<file path="config.mk">
export PLATFORM = sky130hd
export DESIGN_NAME = priority_task_table_unit
export DESIGN_NICKNAME = d
export VERILOG_FILES = /design/src/design/ptt_pkg.sv /design/src/design/priority_task_table_unit.sv
export SDC_FILE = /design/constraint.sdc
export NUM_CORES = 1
export LEC_CHECK = 0
export BUFFER_PORTS_ARGS = -buffer_cell sky130_fd_sc_hd__buf_2
export CAP_MARGIN = 30
export CORE_ASPECT_RATIO = 1.75
export CORE_MARGIN = 8
export CORE_UTILIZATION = 40
export DETAILED_ROUTE_END_ITERATION = 8
export SYNTH_ARGS = -nofsm -noshare
export SYNTH_HDL_FRONTEND = slang
export SYNTH_SLANG_ARGS = --single-unit
</file>
<file path="constraint.sdc">
create_clock -name aclk -period 4.11 [get_ports aclk]
set_input_delay 1.233 -clock aclk [delete_from_list [all_inputs] [get_ports aclk]]
set_output_delay 1.233 -clock aclk [all_outputs]
set_load 0.05 [all_outputs]
</file>
<file path="src/design/ptt_pkg.sv">
// shared types and constants of the priority task table
`timescale 1ns / 1ps

package ptt_pkg;

    // field widths fixed by the item format
    localparam int ID_W        = 8;
    localparam int PRIO_IN_W   = 4;
    localparam int STATUS_W    = 2;
    localparam int SLOT_W      = 4;
    localparam int EXT_W       = 8;
    localparam int S_TDATA_W   = 16;
    localparam int S_TUSER_W   = 1;
    localparam int M_TDATA_W   = 16;
    localparam int M_TUSER_W   = 2;

    localparam logic [ID_W-1:0] ID_ZERO = 8'd0;
    localparam logic [ID_W-1:0] ID_ONE  = 8'd1;
    localparam logic [ID_W-1:0] ID_MAX  = 8'd255;

    // operation codes
    localparam logic OP_INSERT = 1'b0;
    localparam logic OP_LOOKUP = 1'b1;

    // result status codes
    localparam logic [STATUS_W-1:0] ST_OK      = 2'd0;
    localparam logic [STATUS_W-1:0] ST_FULL    = 2'd1;
    localparam logic [STATUS_W-1:0] ST_MISSING = 2'd2;

    typedef enum logic [1:0] {
        S_IDLE,
        S_CHECK,
        S_PLACE,
        S_RESULT
    } ptt_state_t;

endpackage

</file>
<file path="src/design/priority_task_table_unit.sv">
// priority task table: sorted insert with unique id allocation, and id lookup
`timescale 1ns / 1ps

// Keeps up to TABLE_DEPTH tasks ordered by descending priority, each with a
// unique nonzero 8-bit id. An input item (s_tuser = op) either inserts a task
// or looks up the slot of an id; every item gives exactly one result item.
// The block takes one item at a time: s_tready is high only while the
// sequencer is idle. A lookup goes from S_CHECK to S_RESULT, which loads
// the output register. An insert tries N id candidates in S_CHECK,
// one candidate per cycle through a single bank of equality
// comparators shared by the id search and the lookup, so N is at most
// TABLE_DEPTH + 1 (requested id taken, or zero, plus one step per
// occupied id), and then passes S_PLACE and S_RESULT. A full table goes
// from S_CHECK straight to S_RESULT. The next item is taken only once the
// sequencer is back in S_IDLE, after S_RESULT. The insert position comes
// from one priority compare across the table, and the shift-down of later
// entries happens in the single S_PLACE state. Results wait in an output register, so
// a stalled m_tready delays only the next item's result, not its start.
// The table stores need no clearing pass: only slots below the entry count
// are ever compared.
module priority_task_table_unit #(
    parameter int TABLE_DEPTH   = 16,
    parameter int PRIORITY_BITS = 4
) (
    input  logic                           aclk,
    input  logic                           aresetn,
    input  logic                           s_tvalid,
    output logic                           s_tready,
    input  logic [ptt_pkg::S_TDATA_W-1:0]  s_tdata,   // priority_req[3:0], key_id[11:4]
    input  logic [ptt_pkg::S_TUSER_W-1:0]  s_tuser,   // op[0]
    output logic                           m_tvalid,
    input  logic                           m_tready,
    output logic [ptt_pkg::M_TDATA_W-1:0]  m_tdata,   // assigned_id[7:0], slot[11:8]
    output logic [ptt_pkg::M_TUSER_W-1:0]  m_tuser    // status[1:0]
);

    import ptt_pkg::*;

    localparam int IDX_W = $clog2(TABLE_DEPTH);
    localparam int CNT_W = $clog2(TABLE_DEPTH + 1);
    localparam logic [CNT_W-1:0] FULL_COUNT = CNT_W'(TABLE_DEPTH);

    // sequencer and latched item
    ptt_state_t               state_reg, state_next;
    logic                     op_reg, op_next;
    logic [PRIORITY_BITS-1:0] prio_reg, prio_next;
    logic [ID_W-1:0]          cand_reg, cand_next;

    // table contents
    logic [CNT_W-1:0]         count_reg, count_next;
    logic [ID_W-1:0]          ids_reg   [TABLE_DEPTH];
    logic [ID_W-1:0]          ids_next  [TABLE_DEPTH];
    logic [PRIORITY_BITS-1:0] prios_reg [TABLE_DEPTH];
    logic [PRIORITY_BITS-1:0] prios_next[TABLE_DEPTH];

    // pending result and output register
    logic [STATUS_W-1:0]      res_status_reg, res_status_next;
    logic [ID_W-1:0]          res_id_reg, res_id_next;
    logic [SLOT_W-1:0]        res_slot_reg, res_slot_next;
    logic                     out_valid_reg, out_valid_next;
    logic [STATUS_W-1:0]      out_status_reg, out_status_next;
    logic [ID_W-1:0]          out_id_reg, out_id_next;
    logic [SLOT_W-1:0]        out_slot_reg, out_slot_next;

    // shared compare bank
    logic [TABLE_DEPTH-1:0]   valid_vec;
    logic [TABLE_DEPTH-1:0]   match_vec;
    logic [TABLE_DEPTH-1:0]   ge_vec;
    logic                     any_match;
    logic                     cand_taken;
    logic [IDX_W-1:0]         match_idx;
    logic [IDX_W-1:0]         ins_pos;
    logic [ID_W-1:0]          cand_inc;
    logic [EXT_W-1:0]         prio_wide;
    logic [EXT_W-1:0]         match_ext;
    logic [EXT_W-1:0]         pos_ext;

    // per-entry compares: id against the current candidate, priority against the new one
    always_comb begin
        for (int k = 0; k < TABLE_DEPTH; k++) begin
            valid_vec[k] = CNT_W'(k) < count_reg;
            match_vec[k] = valid_vec[k] && (ids_reg[k] == cand_reg);
            ge_vec[k]    = valid_vec[k] && (prio_reg <= prios_reg[k]);
        end
    end

    // ids are unique, so at most one match: an or-encode gives its index
    // the table is sorted, so ge_vec is a run of ones from slot 0; the insert
    // position is the first zero, found as the one-hot falling edge
    always_comb begin
        match_idx = '0;
        ins_pos   = '0;
        for (int k = 0; k < TABLE_DEPTH; k++) begin
            if (match_vec[k]) begin
                match_idx = match_idx | IDX_W'(k);
            end
        end
        for (int k = 1; k < TABLE_DEPTH; k++) begin
            if (ge_vec[k-1] && !ge_vec[k]) begin
                ins_pos = ins_pos | IDX_W'(k);
            end
        end
    end

    assign any_match  = |match_vec;
    assign cand_taken = (cand_reg == ID_ZERO) || any_match;
    // wrap from 255 onto 1, never onto 0
    assign cand_inc   = (cand_reg == ID_MAX) ? ID_ONE : cand_reg + ID_ONE;
    assign prio_wide  = EXT_W'(s_tdata[PRIO_IN_W-1:0]);
    assign match_ext  = EXT_W'(match_idx);
    assign pos_ext    = EXT_W'(ins_pos);

    always_comb begin
        state_next      = state_reg;
        op_next         = op_reg;
        prio_next       = prio_reg;
        cand_next       = cand_reg;
        count_next      = count_reg;
        res_status_next = res_status_reg;
        res_id_next     = res_id_reg;
        res_slot_next   = res_slot_reg;
        out_valid_next  = out_valid_reg;
        out_status_next = out_status_reg;
        out_id_next     = out_id_reg;
        out_slot_next   = out_slot_reg;
        for (int k = 0; k < TABLE_DEPTH; k++) begin
            ids_next[k]   = ids_reg[k];
            prios_next[k] = prios_reg[k];
        end
        s_tready = 1'b0;

        // output register drains independently of the sequencer
        if (out_valid_reg && m_tready) begin
            out_valid_next = 1'b0;
        end

        case (state_reg)
            S_IDLE: begin
                s_tready = 1'b1;
                if (s_tvalid) begin
                    op_next    = s_tuser[0];
                    prio_next  = prio_wide[PRIORITY_BITS-1:0];
                    cand_next  = s_tdata[PRIO_IN_W +: ID_W];
                    state_next = S_CHECK;
                end
            end
            S_CHECK: begin
                if (op_reg == OP_LOOKUP) begin
                    res_status_next = any_match ? ST_OK : ST_MISSING;
                    res_id_next     = cand_reg;
                    res_slot_next   = any_match ? match_ext[SLOT_W-1:0] : '0;
                    state_next      = S_RESULT;
                end else if (count_reg == FULL_COUNT) begin
                    res_status_next = ST_FULL;
                    res_id_next     = cand_reg;
                    res_slot_next   = '0;
                    state_next      = S_RESULT;
                end else if (cand_taken) begin
                    // try the next id on the following cycle
                    cand_next = cand_inc;
                end else begin
                    state_next = S_PLACE;
                end
            end
            S_PLACE: begin
                // entries at and below the insert position move down one slot
                if (ins_pos == '0) begin
                    ids_next[0]   = cand_reg;
                    prios_next[0] = prio_reg;
                end
                for (int k = 1; k < TABLE_DEPTH; k++) begin
                    if (IDX_W'(k) > ins_pos) begin
                        ids_next[k]   = ids_reg[k-1];
                        prios_next[k] = prios_reg[k-1];
                    end else if (IDX_W'(k) == ins_pos) begin
                        ids_next[k]   = cand_reg;
                        prios_next[k] = prio_reg;
                    end
                end
                count_next      = count_reg + CNT_W'(1);
                res_status_next = ST_OK;
                res_id_next     = cand_reg;
                res_slot_next   = pos_ext[SLOT_W-1:0];
                state_next      = S_RESULT;
            end
            S_RESULT: begin
                if (!out_valid_reg || m_tready) begin
                    out_valid_next  = 1'b1;
                    out_status_next = res_status_reg;
                    out_id_next     = res_id_reg;
                    out_slot_next   = res_slot_reg;
                    state_next      = S_IDLE;
                end
            end
            default: begin
                state_next = S_IDLE;
            end
        endcase
    end

    // control state
    always_ff @(posedge aclk) begin
        if (!aresetn) begin
            state_reg     <= S_IDLE;
            count_reg     <= '0;
            out_valid_reg <= 1'b0;
        end else begin
            state_reg     <= state_next;
            count_reg     <= count_next;
            out_valid_reg <= out_valid_next;
        end
    end

    // payload and table storage
    always_ff @(posedge aclk) begin
        op_reg         <= op_next;
        prio_reg       <= prio_next;
        cand_reg       <= cand_next;
        res_status_reg <= res_status_next;
        res_id_reg     <= res_id_next;
        res_slot_reg   <= res_slot_next;
        out_status_reg <= out_status_next;
        out_id_reg     <= out_id_next;
        out_slot_reg   <= out_slot_next;
        for (int k = 0; k < TABLE_DEPTH; k++) begin
            ids_reg[k]   <= ids_next[k];
            prios_reg[k] <= prios_next[k];
        end
    end

    assign m_tvalid = out_valid_reg;
    assign m_tdata  = M_TDATA_W'({out_slot_reg, out_id_reg});
    assign m_tuser  = out_status_reg;

`ifndef SYNTHESIS
    // entry count never passes the table depth
    a_count_bound: assert property (@(posedge aclk) disable iff (!aresetn)
        count_reg <= FULL_COUNT)
        else $error("entry count above table depth");

    // placing an entry grows the table by exactly one
    a_place_grows: assert property (@(posedge aclk) disable iff (!aresetn)
        (state_reg == S_PLACE) |=> (count_reg == $past(count_reg) + CNT_W'(1)))
        else $error("insert did not grow the table by one");

    // an id is placed only when it is nonzero and unused
    a_place_free: assert property (@(posedge aclk) disable iff (!aresetn)
        (state_reg == S_PLACE) |-> (cand_reg != ID_ZERO && !any_match))
        else $error("placing a zero or duplicate id");

    // the candidate search never steps onto id zero
    a_search_nonzero: assert property (@(posedge aclk) disable iff (!aresetn)
        (state_reg == S_CHECK && $past(state_reg) == S_CHECK) |-> (cand_reg != ID_ZERO))
        else $error("id search wrapped onto zero");

    // a finished result is not lost while the output register is still held
    a_result_held: assert property (@(posedge aclk) disable iff (!aresetn)
        (state_reg == S_RESULT && out_valid_reg && !m_tready) |=> (state_reg == S_RESULT))
        else $error("result dropped while output stalled");
`endif

endmodule
</file>
# Word level (Yosys, flattened, before mapping)
# Memories as Yosys holds them, arrays and structs flattened.
# Cells that the tools add are included.
op_classes:
  magnitude_cmp: 47
  mux: 121
  n_reduce_logical: 77
  mul: 0
  n_div: 0
  shifts: 0
  n_addsub: 2
  n_bitwise: 0
  n_eq_ne: 43
ops:
  columns: ["op", "n"]
  rows:
  - ["$mux 8", 38]
  - ["$mux 4", 50]
  - ["$eq 8x8->1", 16]
  - ["$mux 128", 1]
  - ["$le 4x4->1", 16]
  - ["$mux 64", 1]
  - ["$logic_and 1x1->1", 48]
  - ["$lt 4x5->1 const A", 8]
  - ["$eq 4x4->1 const A", 8]
  - ["$gt 4x4->1 const A", 8]
  - ["$pmux 8 s2", 2]
  - ["$mux 2", 12]
  - ["$mux 3", 8]
  - ["$lt 3x5->1 const A", 4]
  - ["$eq 3x4->1 const A", 4]
  - ["$gt 3x4->1 const A", 4]
  - ["$logic_not 1->1", 16]
  - ["$reduce_or 16->1", 1]
  - ["$lt 1x5->1 const A", 2]
  - ["$lt 2x5->1 const A", 2]
  - ["$ne 2x2->1 const B", 5]
  - ["$add 8x1->8 const B", 1]
  - ["$eq 2x4->1 const A", 2]
  - ["$eq 8x8->1 const B", 1]
  - ["other kinds (21)", 32]
totals:
  latchBits: 0
  word_cells: 304
  ram_bits: 192
  input_bits: 21
  memories: 2
  reg_bits: 49
  output_inout_bits: 20
  romBits: 0
memory_table:
  columns: ["memory", "depth", "word_bits", "rd", "rd_clocked_by_memory_dff", "write_ports", "line_no", "rtl"]
  rows:
  - ["ids_reg", 16, 8, 16, 0, 16, "priority_task_table_unit.sv:51", "logic [ID_W-1:0] ids_reg [TABLE_DEPTH];"]
  - ["prios_reg", 16, 4, 16, 0, 16, "priority_task_table_unit.sv:53", "logic [PRIORITY_BITS-1:0] prios_reg [TABLE_DEPTH];"]

# Longest topological paths before layout
# An unclocked memory read counts as a cell.
logic_depth:
  depth_word: 24
  ltp_mapped: 12
  depth_no_buf: 10

# Least setup slack after synthesis
# Ideal clock, no wire load.
synth_timing:
  kind: "flip-flop to flip-flop"
  start: "register, netlist name prio_reg[3]"
  end: "memory ids_reg[1][2], in the netlist ids_reg[0][10], enable pin"
  arrival_time_ns: 3.505
  stages_incl_launch_ff: 12
  n_path_buf: 2
  setup_slack_ns: 0.208
  period_less_slack_ns: 3.902
  cell_sequence: "edfxtp_1 ha_1 a211oi_1 o21ai_0 a31oi_1 or3_1 o2111ai_1 nor2_1 buf_2 buf_2 nand3_1 nor3_1"
synth_rtl:
  columns: ["element", "line_no"]
  rows:
  - ["end, declared", "priority_task_table_unit.sv:51"]

==> out/results.tsv <==
stage	metric	value	unit
sta	clk_skew	20.2	ps
synth	main area contributors after synthesis	sky130_fd_sc_hd__edfxtp_1, sky130_fd_sc_hd__mux2_2, sky130_fd_sc_hd__ha_1	
grt	global-route wire length before repair	50.3	mm
detailed_routing	total vias in the final route	8427	
critical_path	type of destination of the critical path	register	
floorplanning	chip width	156	um
critical_path	maximum cell stage delay along the critical path	470	ps
clock_tree	Inserted Clock Buffers	22	
critical_path	Crit path required time	4330	ps
floorplanning	Die Y-Extent	262	um
detailed_routing	DRC viols	0	
sta	setup repair after global routing missed its margin	no	
grt	initial antenna violation count	0	
placed_design	half-perimeter wire length of the detailed placement result	24.7	mm
floorplanning	Die Footprint	0.0409	sq mm
pwr	PwrDens	644	mW/mm^2
finish	Total Nets Final	1232	
sta	achievable frequency	0.266	GHz
detailed_routing	Total Routed Length	32.6	mm
clock_tree	hold bufs inserted after CTS	0	
critical_path	slowest cell on the critical path	sky130_fd_sc_hd__inv_1	
sta	Setup TNS	0	ps
critical_path	kind of cell adding the most delay to the critical path	buffers and inverters	
sta	worst slew pin tran	824	ps
detailed_routing	post-DR wirelength/cell	20.2	um
sta	number of failing hold endpoints at the final stage	0	
clock_tree	cts repair resizes	0	
synth	largest area contributor in the netlist	sky130_fd_sc_hd__edfxtp_1	
critical_path	Top cell by count, worst path	sky130_fd_sc_hd__buf_4	
finish	number of flip-flops under the largest register name	128	
sta	final setup violation count	0	
clock_tree	maximum buffer depth of the clock tree	3	
clock_tree	TritonCTS clock tree	yes	
sta	fin crit period	3750	ps
clock_tree	Clk Latency, worst-skew pair	530	ps
synth	most used flip-flop cell after synthesis	sky130_fd_sc_hd__edfxtp_1	
synth	warning count from the yosys run	0	
synth	sequential area share after synthesis	0.519	
placed_design	quantity of I/O buffers inserted on ports	32	
critical_path	Critical path buffers and inverters	4	
finish	number of antenna repair diodes	0	
clock_tree	cell at the root of the clock tree	sky130_fd_sc_hd__clkbuf_16	
detailed_routing	router iterations before antenna repair	5	
finish	final core utilization	0.451	
critical_path	start-to-end type of the worst setup path	reg -> reg	
finish	fill count	3179	
critical_path	Crit Path Max Fanout	20	
detailed_routing	DRT iter0 DRCs	386	
grt	grt total ovfl	0	
critical_path	critical path arrival	3970	ps
detailed_routing	highest routing layer actually used	met4	
detailed_routing	Metal-1 WL	11.9	mm
finish	top library cells by usage in the layout, fill and taps aside	sky130_fd_sc_hd__edfxtp_1, sky130_fd_sc_hd__mux2_2, sky130_fd_sc_hd__ha_1	
sta	max-slew violation count	0	
finish	most common cell after layout, fill and taps aside	sky130_fd_sc_hd__edfxtp_1	
detailed_routing	post-detailed-route via-to-cell ratio	5.23	
critical_path	critical path, cell by cell	inv_1 -> buf_4 -> ha_1 -> nor2b_1 -> o21ai_0 -> a32o_1 -> a221o_1 -> o2111ai_1 -> nor2_2 -> buf_4 -> a21o_2 -> and2_1 -> buf_4	
synth	proportion of synthesized flip-flops having asynchronous set or reset	0	
finish	footprint of the flip-flops and latches	0.00716	sq mm
floorplanning	core region area	0.0342	sq mm
placed_design	placer's final routability congestion estimate	0.865	
synth	number of register bits inferred by synthesis	241	
run_status	outcome	finished, final reports clean	
synth	number of synthesized flops with an enable pin	233	
finish	fraction of final layout cells sized beyond drive strength 1	0.264	
detailed_routing	ANT nets after route	0	
clock_tree	H-tree depth	1	
flow_run	Max-cap violations	0	
floorplanning	Core Rows	90	
detailed_routing	wire length on met2	18.1	mm
clock_tree	clock slew seen by the registers of the worst setup and hold paths	70	ps
grt	largest net degree at the start of global routing	33	
sta	post-route clock period utilization	0.913	
synth	syn_area_per_cell	12.8	sq um
synth	instance count of the mapped netlist	1078	
clock_tree	number of buffers inserted to repair setup after CTS	0	
critical_path	kind of launch point of the worst setup path	register	
finish	area taken by multi-input logic gates	0.00604	sq mm
clock_tree	total clock sinks	241	
grt	number of global-route vias before repair	8899	
synth	netlist area before placement	0.0138	sq mm
grt	GRT Resource Usage Total	0.162	
pwr	Worst IR Drop VDD	0.276	mV
sta	Slew Limit Headroom	0.451	
hold_path	type of the worst min-delay path	reg -> reg	
synth	post-synth top area share	0.507	
floorplanning	count of boundary I/O pins	41	
pwr	leakage component of the power	5.76	nW
finish	Area growth, synth to finish	11.8	%
floorplanning	starting utilization of the core area	0.403	
synth	unique cell type count in the Yosys netlist	70	
detailed_routing	metal3 WL	1.05	mm
==> report_power, final <==
part           total [W]  leakage (nW)  switching [W]  internal, W
registers        0.00430          2.20       0.000584      0.00372
clock network    0.00200         0.317       0.000931      0.00106
logic            0.00364          3.24        0.00209      0.00156
total            0.00994          5.76        0.00360      0.00634
==> final timing paths <==
kind                                 startpoint         endpoint  slack, ps  depth (start not counted)
worst max register to register      prio_reg[0]    ids_reg[1][5]        360                         13
worst min register to register  res_slot_reg[1]  out_slot_reg[1]        420                          0
worst max-delay path                prio_reg[0]    ids_reg[1][5]        360                         13
worst min-delay path            res_slot_reg[1]  out_slot_reg[1]        420                          0
==> through the flow <==
step           hold WS, ps  setup WS (ps)  instances  total power (W)  instance area, sq um
6_report               420            356       1612          0.00994                 15400
5_1_grt                426            117       1612           0.0105                 15400
4_1_cts                421            331       1612           0.0100                 15400
3_5_place_dp           405            369       1575          0.00803                 14800
3_3_place_gp           401            306       1575          0.00793                 14800
2_1_floorplan          400            208       1081          0.00676                 13800
==> synthesized netlist by cell type, types with 3 or more instances <==
cell,n
sky130_fd_sc_hd__a211oi_1,4
sky130_fd_sc_hd__a21oi_1,33
sky130_fd_sc_hd__a22oi_1,3
sky130_fd_sc_hd__a41o_1,4
sky130_fd_sc_hd__and2_1,8
sky130_fd_sc_hd__and3_1,8
sky130_fd_sc_hd__buf_2,28
sky130_fd_sc_hd__buf_4,12
sky130_fd_sc_hd__clkbuf_1,23
sky130_fd_sc_hd__dfxtp_1,8
sky130_fd_sc_hd__edfxtp_1,233
sky130_fd_sc_hd__ha_1,72
sky130_fd_sc_hd__inv_1,69
sky130_fd_sc_hd__mux2_1,30
sky130_fd_sc_hd__mux2_2,135
sky130_fd_sc_hd__mux2_4,10
sky130_fd_sc_hd__nand2_1,43
sky130_fd_sc_hd__nand2b_1,4
sky130_fd_sc_hd__nand3_1,15
sky130_fd_sc_hd__nand3_2,3
sky130_fd_sc_hd__nand4_1,25
sky130_fd_sc_hd__nor2_1,30
sky130_fd_sc_hd__nor2b_1,15
sky130_fd_sc_hd__nor3_1,8
sky130_fd_sc_hd__nor4_1,22
sky130_fd_sc_hd__o2111ai_1,7
sky130_fd_sc_hd__o211ai_1,7
sky130_fd_sc_hd__o21a_1,3
sky130_fd_sc_hd__o21ai_0,15
sky130_fd_sc_hd__o21ai_1,5
sky130_fd_sc_hd__o22ai_1,5
sky130_fd_sc_hd__or3_1,3
sky130_fd_sc_hd__xnor2_1,69
sky130_fd_sc_hd__xor2_1,68
==> worst reg2reg max path, cell delays in order, from the launching register on <==
cell and delay (ps):
sky130_fd_sc_hd__edfxtp_1 450, sky130_fd_sc_hd__inv_1 470, sky130_fd_sc_hd__buf_4 260, sky130_fd_sc_hd__ha_1 150
sky130_fd_sc_hd__nor2b_1 40, sky130_fd_sc_hd__o21ai_0 150, sky130_fd_sc_hd__a32o_1 210, sky130_fd_sc_hd__a221o_1 230
sky130_fd_sc_hd__o2111ai_1 260, sky130_fd_sc_hd__nor2_2 200, sky130_fd_sc_hd__buf_4 290, sky130_fd_sc_hd__a21o_2 340
sky130_fd_sc_hd__and2_1 190, sky130_fd_sc_hd__buf_4 200
==> cell families (layout without fill, tap and decap cells) <==
logic type      after synthesis  count (layout)  synth area share
other cells                   1               4          0.000272
fa+ha+maj                    72              72            0.0653
simple gates                202             202            0.0821
xor+xnor                    137             137            0.0870
compound gates              110             110            0.0550
mux                         177             177             0.147
buf+inv                     138             209            0.0444
flops                       241             241             0.519
==> metal layers <==
| metal | up-vias | global-route usage |
|---|---|---|
| li1 | 4067 | - |
| met1 | 4144 | 0.167 |
| met2 | 146 | 0.315 |
| met3 | 70 | 0.0156 |
| met4 | 0 | 0.0853 |
| met5 | - | 0 |
==> area by class of cell <==
| type | count | area share |
|---|---|---|
| repair buffers | 101 | 0.0464 |
| clock buffers | 29 | 0.0401 |
| inverters | 71 | 0.0173 |
| clock inverters | 8 | 0.00365 |
| flip-flops and latches | 241 | 0.464 |
| multi-input cells | 702 | 0.391 |
| well taps | 460 | 0.0373 |
No activity file was read; power rests on OpenSTA's default activity.
